File: src/sv/lers_pkg.sv
`default_nettype none

package lers_pkg;

  localparam int QUEUE_DEPTH  = 32;
  localparam int SECTOR_BITS  = 48;
  localparam int IDX_W        = $clog2(QUEUE_DEPTH);
  localparam int CNT_W        = $clog2(QUEUE_DEPTH + 1);

  localparam int IN_SECTOR_W  = 48;
  localparam int OUT_SECTOR_W = 48;
  localparam int OUT_COUNT_W  = 6;
  localparam int IN_DATA_W    = ((IN_SECTOR_W + 7) / 8) * 8;
  localparam int OUT_FIELDS_W = OUT_SECTOR_W + 1 + OUT_COUNT_W;
  localparam int OUT_DATA_W   = ((OUT_FIELDS_W + 7) / 8) * 8;
  localparam int OUT_PAD_W    = OUT_DATA_W - OUT_FIELDS_W;

  typedef enum logic {
    OP_ADD      = 1'b0,
    OP_DISPATCH = 1'b1
  } opcode_t;

  typedef enum logic [1:0] {
    ST_ADDED      = 2'd0,
    ST_DISPATCHED = 2'd1,
    ST_EMPTY      = 2'd2,
    ST_FULL       = 2'd3
  } status_t;

  typedef enum logic [2:0] {
    S_IDLE,
    S_SCAN,
    S_DRAIN,
    S_PICK,
    S_RES
  } state_t;

endpackage

`default_nettype wire

File: src/sv/lers_ram.sv
`default_nettype none

module lers_ram #(
  parameter int WIDTH = 48,
  parameter int DEPTH = 32
) (
  input  wire logic                     clk,
  input  wire logic                     we,
  input  wire logic [$clog2(DEPTH)-1:0] waddr,
  input  wire logic [WIDTH-1:0]         wdata,
  input  wire logic [$clog2(DEPTH)-1:0] raddr,
  output logic      [WIDTH-1:0]         rdata
);

  logic [WIDTH-1:0] mem [DEPTH];

  always_ff @(posedge clk) begin
    if (we) begin
      mem[waddr] <= wdata;
    end
    rdata <= mem[raddr];
  end

endmodule

`default_nettype wire

File: src/sv/look_elevator_request_scheduler.sv
// LOOK elevator scheduler for pending disk sector requests.
//
// Input channel (in_*): one request per handshake. in_tuser is the opcode
// (0 add, 1 dispatch), in_tdata carries the sector to add.
// Result channel (out_*): exactly one result per request. out_tuser is the
// status, out_tdata carries served sector, direction and pending count.
//
// Flow: one request at a time. For an add, the request passes the result
// stage into the output register. A dispatch streams all 32 table entries
// out of the sector RAM (32 reads, then a drain state for the registered read),
// picks, and passes the result stage before out_tvalid rises. A new request
// is accepted only once the scheduler is back in idle. in_tready is high whenever
// the scheduler is idle, even while a result waits in the output register.
//
// Reset (rst_n low, synchronous) empties the table, sets the head to
// sector 0 moving up, and drops any pending result. A stalled receiver
// holds the result in the output register; a second result waits in the
// result stage until the output register frees up.
`default_nettype none

module look_elevator_request_scheduler
  import lers_pkg::*;
(
  input  wire logic                  clk,
  input  wire logic                  rst_n,
  input  wire logic                  in_tvalid,
  output logic                       in_tready,
  input  wire logic [IN_DATA_W-1:0]  in_tdata,   // [47:0] request_sector
  input  wire logic                  in_tuser,   // [0] opcode
  output logic                       out_tvalid,
  input  wire logic                  out_tready,
  output logic      [OUT_DATA_W-1:0] out_tdata,  // [47:0] served_sector, [48] moving_down,
                                                 // [54:49] pending_count, [55] zero
  output logic      [1:0]            out_tuser   // [1:0] status
);

  state_t                   state_r, state_nxt;
  logic [QUEUE_DEPTH-1:0]   valid_r, valid_nxt;
  logic [CNT_W-1:0]         count_r, count_nxt;
  logic [SECTOR_BITS-1:0]   head_r, head_nxt;
  logic                     dir_r, dir_nxt;

  logic [IDX_W-1:0]         scan_idx_r, scan_idx_nxt;
  logic                     cmp_en_r, cmp_en_nxt;
  logic [IDX_W-1:0]         cmp_idx_r, cmp_idx_nxt;

  logic                     ahead_f_r, ahead_f_nxt;
  logic [SECTOR_BITS-1:0]   ahead_s_r, ahead_s_nxt;
  logic [IDX_W-1:0]         ahead_i_r, ahead_i_nxt;
  logic                     rest_f_r, rest_f_nxt;
  logic [SECTOR_BITS-1:0]   rest_s_r, rest_s_nxt;
  logic [IDX_W-1:0]         rest_i_r, rest_i_nxt;

  status_t                  res_status_r, res_status_nxt;
  logic [SECTOR_BITS-1:0]   res_sector_r, res_sector_nxt;

  logic                     out_valid_r, out_valid_nxt;
  status_t                  out_status_r, out_status_nxt;
  logic [OUT_SECTOR_W-1:0]  out_sector_r, out_sector_nxt;
  logic                     out_down_r, out_down_nxt;
  logic [OUT_COUNT_W-1:0]   out_count_r, out_count_nxt;

  logic                     in_acc;
  logic                     full;
  logic [IDX_W-1:0]         free_idx;
  logic                     ram_we;
  logic [SECTOR_BITS-1:0]   in_sector;
  logic [SECTOR_BITS-1:0]   rd_sector;
  logic                     hit;
  logic                     is_ahead;
  logic                     better_ahead;
  logic                     better_rest;
  logic                     sel_f;
  logic [SECTOR_BITS-1:0]   sel_s;
  logic [IDX_W-1:0]         sel_i;

  assign in_tready = (state_r == S_IDLE);
  assign in_acc    = in_tvalid && in_tready;
  assign in_sector = in_tdata[SECTOR_BITS-1:0];
  assign full      = (count_r == CNT_W'(QUEUE_DEPTH));
  assign ram_we    = in_acc && (in_tuser == OP_ADD) && !full;

  always_comb begin
    free_idx = '0;
    for (int i = QUEUE_DEPTH - 1; i >= 0; i--) begin
      if (!valid_r[i]) begin
        free_idx = IDX_W'(i);
      end
    end
  end

  lers_ram #(
    .WIDTH (SECTOR_BITS),
    .DEPTH (QUEUE_DEPTH)
  ) u_sector_ram (
    .clk   (clk),
    .we    (ram_we),
    .waddr (free_idx),
    .wdata (in_sector),
    .raddr (scan_idx_r),
    .rdata (rd_sector)
  );

  // scan compare on the entry read last cycle
  assign hit          = cmp_en_r && valid_r[cmp_idx_r];
  assign is_ahead     = dir_r ? (rd_sector < head_r) : (rd_sector > head_r);
  assign better_ahead = !ahead_f_r ||
                        (dir_r ? (rd_sector > ahead_s_r) : (rd_sector < ahead_s_r));
  assign better_rest  = !rest_f_r ||
                        (dir_r ? (rd_sector < rest_s_r) : (rd_sector > rest_s_r));

  always_comb begin
    if (ahead_f_r) begin
      sel_f = 1'b1;
      sel_s = ahead_s_r;
      sel_i = ahead_i_r;
    end else begin
      sel_f = rest_f_r;
      sel_s = rest_s_r;
      sel_i = rest_i_r;
    end
  end

  always_comb begin
    state_nxt      = state_r;
    valid_nxt      = valid_r;
    count_nxt      = count_r;
    head_nxt       = head_r;
    dir_nxt        = dir_r;
    scan_idx_nxt   = scan_idx_r;
    cmp_en_nxt     = 1'b0;
    cmp_idx_nxt    = scan_idx_r;
    ahead_f_nxt    = ahead_f_r;
    ahead_s_nxt    = ahead_s_r;
    ahead_i_nxt    = ahead_i_r;
    rest_f_nxt     = rest_f_r;
    rest_s_nxt     = rest_s_r;
    rest_i_nxt     = rest_i_r;
    res_status_nxt = res_status_r;
    res_sector_nxt = res_sector_r;
    out_valid_nxt  = out_valid_r && !out_tready;
    out_status_nxt = out_status_r;
    out_sector_nxt = out_sector_r;
    out_down_nxt   = out_down_r;
    out_count_nxt  = out_count_r;

    if ((state_r == S_SCAN || state_r == S_DRAIN) && hit) begin
      if (is_ahead) begin
        if (better_ahead) begin
          ahead_f_nxt = 1'b1;
          ahead_s_nxt = rd_sector;
          ahead_i_nxt = cmp_idx_r;
        end
      end else if (better_rest) begin
        rest_f_nxt = 1'b1;
        rest_s_nxt = rd_sector;
        rest_i_nxt = cmp_idx_r;
      end
    end

    unique case (state_r)
      S_IDLE: begin
        if (in_acc) begin
          res_sector_nxt = '0;
          if (in_tuser == OP_ADD) begin
            if (full) begin
              res_status_nxt = ST_FULL;
            end else begin
              valid_nxt[free_idx] = 1'b1;
              count_nxt           = count_r + 1'b1;
              res_status_nxt      = ST_ADDED;
            end
            state_nxt = S_RES;
          end else begin
            scan_idx_nxt = '0;
            ahead_f_nxt  = 1'b0;
            rest_f_nxt   = 1'b0;
            state_nxt    = S_SCAN;
          end
        end
      end
      S_SCAN: begin
        cmp_en_nxt   = 1'b1;
        scan_idx_nxt = scan_idx_r + 1'b1;
        if (scan_idx_r == IDX_W'(QUEUE_DEPTH - 1)) begin
          state_nxt = S_DRAIN;
        end
      end
      S_DRAIN: begin
        state_nxt = S_PICK;
      end
      S_PICK: begin
        if (sel_f) begin
          valid_nxt[sel_i] = 1'b0;
          count_nxt        = count_r - 1'b1;
          dir_nxt          = !(sel_s > head_r);
          head_nxt         = sel_s;
          res_status_nxt   = ST_DISPATCHED;
          res_sector_nxt   = sel_s;
        end else begin
          res_status_nxt   = ST_EMPTY;
        end
        state_nxt = S_RES;
      end
      S_RES: begin
        if (!out_valid_r || out_tready) begin
          out_valid_nxt  = 1'b1;
          out_status_nxt = res_status_r;
          out_sector_nxt = OUT_SECTOR_W'(res_sector_r);
          out_down_nxt   = dir_r;
          out_count_nxt  = OUT_COUNT_W'(count_r);
          state_nxt      = S_IDLE;
        end
      end
      default: state_nxt = S_IDLE;
    endcase
  end

  always_ff @(posedge clk) begin
    if (!rst_n) begin
      state_r     <= S_IDLE;
      valid_r     <= '0;
      count_r     <= '0;
      head_r      <= '0;
      dir_r       <= 1'b0;
      cmp_en_r    <= 1'b0;
      out_valid_r <= 1'b0;
    end else begin
      state_r     <= state_nxt;
      valid_r     <= valid_nxt;
      count_r     <= count_nxt;
      head_r      <= head_nxt;
      dir_r       <= dir_nxt;
      cmp_en_r    <= cmp_en_nxt;
      out_valid_r <= out_valid_nxt;
    end
  end

  always_ff @(posedge clk) begin
    scan_idx_r   <= scan_idx_nxt;
    cmp_idx_r    <= cmp_idx_nxt;
    ahead_f_r    <= ahead_f_nxt;
    ahead_s_r    <= ahead_s_nxt;
    ahead_i_r    <= ahead_i_nxt;
    rest_f_r     <= rest_f_nxt;
    rest_s_r     <= rest_s_nxt;
    rest_i_r     <= rest_i_nxt;
    res_status_r <= res_status_nxt;
    res_sector_r <= res_sector_nxt;
    out_status_r <= out_status_nxt;
    out_sector_r <= out_sector_nxt;
    out_down_r   <= out_down_nxt;
    out_count_r  <= out_count_nxt;
  end

  assign out_tvalid = out_valid_r;
  assign out_tuser  = out_status_r;
  assign out_tdata  = {{OUT_PAD_W{1'b0}}, out_count_r, out_down_r, out_sector_r};

  a_count_matches_valid: assert property (@(posedge clk) disable iff (!rst_n)
    count_r == CNT_W'($countones(valid_r)))
    else $error("pending count out of step with valid bits");

  a_count_bound: assert property (@(posedge clk) disable iff (!rst_n)
    count_r <= CNT_W'(QUEUE_DEPTH))
    else $error("pending count beyond table depth");

  a_sector_zero_unless_dispatched: assert property (@(posedge clk) disable iff (!rst_n)
    out_valid_r && (out_status_r != ST_DISPATCHED) |-> out_sector_r == '0)
    else $error("served sector nonzero on non-dispatch result");

  a_result_from_res_stage: assert property (@(posedge clk) disable iff (!rst_n)
    $rose(out_valid_r) |-> $past(state_r == S_RES))
    else $error("result loaded outside result stage");

  a_no_write_during_scan: assert property (@(posedge clk) disable iff (!rst_n)
    (state_r == S_SCAN || state_r == S_DRAIN || state_r == S_PICK) |-> !ram_we)
    else $error("sector RAM written during dispatch scan");

endmodule

`default_nettype wire

File: config.mk
export PLATFORM = sky130hd
export DESIGN_NAME = look_elevator_request_scheduler
export DESIGN_NICKNAME = d
export VERILOG_FILES = /design/src/sv/lers_pkg.sv /design/src/sv/lers_ram.sv /design/src/sv/look_elevator_request_scheduler.sv
export SDC_FILE = /design/constraint.sdc
export NUM_CORES = 2
export LEC_CHECK = 0
export BUFFER_PORTS_ARGS = -buffer_cell sky130_fd_sc_hd__buf_2
export CORE_MARGIN = 5
export CORE_UTILIZATION = 37
export DETAILED_ROUTE_END_ITERATION = 16
export GPL_TIMING_DRIVEN = 0
export PLACE_DENSITY_LB_ADDON = 0.05
export SLEW_MARGIN = 20
export SYNTH_ARGS = -nofsm -noshare
export SYNTH_HDL_FRONTEND = slang
export SYNTH_SLANG_ARGS = --single-unit
File: constraint.sdc
create_clock -name clk -period 7.62 [get_ports clk]
set_input_delay 1.143 -clock clk [delete_from_list [all_inputs] [get_ports clk]]
set_output_delay 1.143 -clock clk [all_outputs]
set_load 0.1 [all_outputs]
# Word-level counts from Yosys, hierarchy flattened
# Memories as Yosys holds them, arrays and structs flattened. A register that Yosys moved wholly into a read port is not among the register bits.
# Cells that the tools add are included.
[word_totals] register_bits=317 mem_bits_rw=1536 in_bits=53 out_inout_bits=60 word_cells=172 memories=1
[op_classes] add_sub_neg=3 magnitude_cmp=12 n_eq_ne=13 n_mux=87 n_bitwise=5 n_reduce_logical=30
[mem_list] name="u_sector_ram.mem" depth=32 word_bits=48 read_ports=1 rd_clocked_by_memory_dff=1 wr=1 line_no="lers_ram.sv:15" rtl="logic [WIDTH-1:0] mem [DEPTH];"
[op_table] operator="48-bit greater-than comparator" count=4
[op_table] operator="5-bit 2-to-1 mux" count=35
[op_table] operator="48-bit < comparator" count=3
[op_table] operator="48-bit 2-to-1 mux" count=3
[op_table] operator="32-bit 2-to-1 mux" count=4
[op_table] operator="48-bit case mux with 2 select lines" count=1
[op_table] operator="32-bit case mux with 2 select lines" count=1
[op_table] operator="32-bit AND" count=1
[op_table] operator="32-bit NOT" count=1
[op_table] operator="32-bit bitwise OR" count=1
[op_table] operator="1-bit 2-to-1 mux" count=24
[op_table] operator="6-bit 2-to-1 mux" count=4
[op_table] operator="5-bit by 6-bit < comparator with 1-bit output (second input constant)" count=3
[op_table] operator="3-bit AND reduction" count=6
[op_table] operator="3-bit case mux with 5 select lines" count=1
[op_table] operator="3-bit 2-to-1 mux" count=4
[op_table] operator="6-bit case mux with 2 select lines" count=1
[op_table] operator="1-bit demux with 5-bit select" count=2
[op_table] operator="5-bit by 1-bit >= comparator with 1-bit output (second input constant)" count=2
[op_table] operator="5-bit case mux with 2 select lines" count=1
[op_table] operator="1-bit logical AND" count=8
[op_table] operator="2-bit 2-to-1 mux" count=4
[op_table] operator="2-bit != test (second input constant)" count=4
[op_table] operator="6-bit by 1-bit adder with 6-bit output (second input constant)" count=1
[op_table] operator="other kinds (17)" count=31

# Longest topological paths before layout
[logic_depth] depth_word=41 depth_mapped=14 ltp_nobuf=11

# Modules after synthesis
# A second synthesis with hierarchy kept.
[hier_totals] cells_unflattened=4941 hier_area_um2=77899.7
[modules_own_cells] mod="lers_ram" n_inst=1 cells_each=3364 area_each_um2=60724.5 seq_area_each_um2=47085.2
[modules_own_cells] mod="look_elevator_request_scheduler" n_inst=1 cells_each=1577 area_each_um2=17175.2 seq_area_each_um2=8528.2

# Worst setup path before layout
# OpenSTA, ideal clock, no wires.
[synth_timing] kind="reg2reg" startpoint="reg ahead_s_r[43]" endpoint="reg ahead_i_r[0], enable pin" setup_time_ns=0.543 arrival_time_ns=6.301 setup_slack_ns=0.776 path_stages_with_launch=11 n_path_buf=0 period_less_slack_ns=6.844 cell_sequence="edfxtp_1 -> inv_1 -> ha_1 -> and4_1 -> nand3_1 -> or4b_1 -> nor4_1 -> o21ai_1 -> nand4_1 -> mux2_1 -> a211oi_1"
[synth_between] elab_chain_cells=4 word_cells_on_any_way=5 cone_classes="order compare (2); mux (1); reduce/logical (2)"
[synth_lines] item="start: declaration" line_no="look_elevator_request_scheduler.sv:48" rtl="logic [SECTOR_BITS-1:0] ahead_s_r, ahead_s_nxt;"
[synth_lines] item="start signal: assignment" line_no="look_elevator_request_scheduler.sv:243" rtl="ahead_s_r <= ahead_s_nxt;"
[synth_lines] item="48-bit < comparator / 48-bit greater-than comparator (equally long branches)" line_no="look_elevator_request_scheduler.sv:108" rtl="(dir_r ? (rd_sector > ahead_s_r) : (rd_sector < ahead_s_r));"
[synth_lines] item="1-bit 2-to-1 mux *" line_no="look_elevator_request_scheduler.sv:108"
[synth_lines] item="1-bit logical OR *" line_no="look_elevator_request_scheduler.sv:107" rtl="assign better_ahead = !ahead_f_r ||"
[synth_lines] item="3-bit AND reduction (no source line) *"
[synth_lines] item="end signal: assignment" line_no="look_elevator_request_scheduler.sv:244" rtl="ahead_i_r <= ahead_i_nxt;"
[synth_lines] item="end: declaration" line_no="look_elevator_request_scheduler.sv:49" rtl="logic [IDX_W-1:0] ahead_i_r, ahead_i_nxt;"
# Mark *: on every way between the ends. The rest lies on a longest branch, timed or not.
# A chain may end at the register's enable or synchronous reset.

# Worst setup path in the final report
[layout_timing] startpoint="reg ahead_f_r" endpoint="reg dir_r"
[layout_between] elab_chain_cells=3 word_cells_on_any_way=5 cone_classes="order compare (1); mux (2); reduce/logical (2)"
[layout_lines] item="start: declaration" line_no="look_elevator_request_scheduler.sv:47" rtl="logic ahead_f_r, ahead_f_nxt;"
[layout_lines] item="start signal: assignment" line_no="look_elevator_request_scheduler.sv:242" rtl="ahead_f_r <= ahead_f_nxt;"
[layout_lines] item="48-bit 2-to-1 mux" line_no="look_elevator_request_scheduler.sv:113" rtl="if (ahead_f_r) begin"
[layout_lines] item="named net sel_s[44]" line_no="look_elevator_request_scheduler.sv:74" rtl="logic [SECTOR_BITS-1:0] sel_s;"
[layout_lines] item="48-bit greater-than comparator" line_no="look_elevator_request_scheduler.sv:196" rtl="dir_nxt = !(sel_s > head_r);"
[layout_lines] item="1-bit logical NOT" line_no="look_elevator_request_scheduler.sv:196"
[layout_lines] item="end signal: assignment" line_no="look_elevator_request_scheduler.sv:233" rtl="dir_r <= dir_nxt;"
[layout_lines] item="end: declaration" line_no="look_elevator_request_scheduler.sv:41" rtl="logic dir_r, dir_nxt;"
# The timed path passes the listed nets, and every way through them passes these cells.

==> key figures <==
Placement
  • Port bufs: 111
  • DP Wirelength: 146 mm
  • Area after DPL: 82700 um^2
  • Post-Place Worst Slack: 1080 ps
  • GP Congestion: 0.795

Clock network
  • Post-CTS Resized: 0
  • Clk_lat worst skew: 850 ps
  • Maximum level of the CTS H-tree: 4
  • TritonCTS Buffers: 207
  • CTS clock-pin slew for the worst setup and hold paths: 60 ps
  • CTS tree: built
  • CTS sink cnt: 1901
  • Post-CTS Setup Bufs: 0
  • Bufs on Longest Clock Path: 3
  • Hold buffer count at CTS: 0
  • Root Buffer Master: clkbuf_16

Timing
  • Final Skew: 37.8 ps
  • Fmax: 0.160 GHz
  • Final Setup Violations: 0
  • Relative slew margins: 21.0%
  • Slew @ Worst Pin: 1180 ps
  • Fin worst setup slack: 1380 ps
  • Final hold vios: 0
  • RSZ-0062 raised after global routing: false
  • Worst hold slack: 388 ps
  • Final Max Tran Viols: 0
  • Tmin final: 6240 ps
  • Tcrit/Tclk final: 81.9%

Die
  • Ports: 113
  • Std cell rows: 166
  • Die X: 463 um
  • Core Area: 205000 um^2
  • Starting Density: 37.2%
  • Area of the die: 215000 um^2
  • Die H: 463 um

Logic synthesis
  • Ys async rst share: 0%
  • Ys Warns: 0
  • Mean post-synth cell area: 19.9 um^2
  • Sequential-to-total area share from yosys stat: 73.2%
  • Post-synth top flop: edfxtp_1
  • Register bit count reported by yosys: 1901
  • Post-synth EDFFs: 1754
  • Synth top area share: 69.3%
  • Yosys cell types: 72
  • Mapped Cells: 3814
  • Top post-synthesis cells by area: edfxtp_1, mux4_2, dfxtp_1
  • Syn nets: 4066
  • Cell Area, Synth: 76000 um^2
  • Post-synth top area cell: edfxtp_1

Power
  • Comb pwr share: 8.7%
  • Worst VDD drop: 0.240 mV
  • Sw frac: 23.5%
  • Leak: 29.7 nW
  • Psw: 5.52 mW
  • Flop pwr share: 49.7%
  • Internal power: 18.0 mW
  • Clock network power share: 41.6%
  • Total power: 23.5 mW
  • PD cells: 263 nW/um^2

Global route
  • Vias in the first global route: 39318
  • Initial antenna violation count: 21
  • GRT Residual Overflow: 0
  • Total GRT Usage: 19.3%
  • Largest net degree at the start of global routing: 34
  • First-pass GRT wire length: 295 mm

Final layout
  • # fillers: 17648
  • Final instance area: 89300 um^2
  • P&R area growth vs syn: 17.5%
  • Final layout net count: 4536
  • Final Util: 43.7%
  • Commonest cells after routing, fill and taps aside: edfxtp_1, mux4_2, inv_1, clkbuf_16, ha_1
  • Commonest non-fill, non-tap cell in the layout: edfxtp_1
  • Fraction of layout cells with a size suffix above 1: 26.8%

Min path
  • Hold Path Class: reg2reg

Worst setup path
  • Worst Path Max Fanout: 10
  • CP Capture Type: flop
  • Arrival @ worst endpoint: 6930 ps
  • WP data required: 8310 ps
  • Kind of critical path: reg2reg
  • Setup crit start kind: flop

Job
  • Max Cap Viol: 0

Route
  • Post-DR vias/cell: 5.29
  • Final WL: 208 mm
  • Vias post-DR: 37825
  • Drt first-iter violations: 3166
  • Routed wire per std cell: 29.1 um
  • Antenna viol nets, final: 0
  • Residual DRC: 0
  • DRT Pass-1 Iters: 5

Outcome
  • Status: complete, no violations
worst max-delay path: stages (launching register included):
cell	delay, ps
dfxtp_1	390
buf_1	380
clkbuf_1	680
clkbuf_1	690
mux2i_1	490
inv_1	90
ha_1	290
nand4_1	150
nor3_1	660
nand4_1	420
or4_1	770
a21oi_1	390
or4_1	270
a211o_1	290
a31oi_1	120
state kept, by name, indices dropped and copies added, names as in the netlist, 32 cells and up:
name                cells
head_r                 48
u_sector_ram.rdata     48
ahead_s_r              48
u_sector_ram.mem     1536
res_sector_r           48
out_sector_r           48
valid_r                32
rest_s_r               48
worst paths after layout:
kind                   from           end  slack (ps)  cells after the start
max               ahead_f_r         dir_r        1380                     14
min          cmp_idx_nxt[2]  cmp_idx_r[2]         390                      0
max reg2reg       ahead_f_r         dir_r        1380                     14
min reg2reg  cmp_idx_nxt[2]  cmp_idx_r[2]         390                      0
area by class of cell:
class / instances / area, um^2 / share of cell area, %
well taps: 2688 / 3360 / 3.76
clock buffers: 286 / 5600 / 6.27
plain buffers: 159 / 689 / 0.772
flip-flops and latches: 1901 / 55600 / 62.2
multi-input cells: 1535 / 19200 / 21.5
repair buffers: 261 / 3030 / 3.39
clock inverters: 96 / 993 / 1.11
diodes: 2 / 5.00 / 0.00560
inverters: 219 / 822 / 0.920
stage by stage:
step / setup TNS (ps) / cells
after global routing: 0 / 7146
after CTS: 0 / 7145
after floorplan: 0 / 3814
final: 0 / 7147
after global placement: -2892560 / 6613
after detailed placement: 0 / 6763
power by group through the flow:
stage | Clock, mW | Combinational, mW | Sequential, mW
final | 9.78 | 2.04 | 11.7
after global routing | 10.5 | 2.23 | 11.7
after floorplan | 0 | 1.16 | 11.9
after detailed placement | 0 | 2.10 | 11.9
after CTS | 10.1 | 2.10 | 11.7
after global placement | 0 | 2.06 | 11.9
synthesized netlist by cell type, types with 22 or more instances:
master and count:
edfxtp_1 1754, mux4_2 490, inv_1 219, ha_1 198, dfxtp_1 147, nor2_1 126
clkbuf_1 115, nand2_1 111, a21oi_1 52, mux2i_1 52, mux2_2 50, o211a_1 48
o21ai_0 47, nand4_1 40, o211ai_1 27, o21ai_1 27, nand3_1 25, nor3_1 25
a21o_1 22, buf_1 22
kinds of logic (layout without fill, tap and decap cells):
group | Yosys count | count (layout) | share of synthesized area, %
xor gates and xnor gates | 7 | 7 | 0.0806
muxes | 593 | 593 | 16.0
AOI/OAI and AO/OA | 324 | 324 | 3.02
other | 1 | 3 | 0.00493
adders and majority gates | 199 | 199 | 3.29
and+or+nand+nor | 411 | 411 | 2.58
DFF | 1901 | 1901 | 73.2
buffers and inverters | 378 | 1021 | 1.92
metal layers:
layer / vias up / wire (um) / GRT usage [%]
met1: 20072 / 92000 / 26.7
li1: 16527 / - / -
met3: 287 / 10900 / 3.62
met2: 933 / 101000 / 31.6
met4: 6 / 4670 / 4.69
met5: - / 33 / 0
Power figures use the tool's default switching activity.
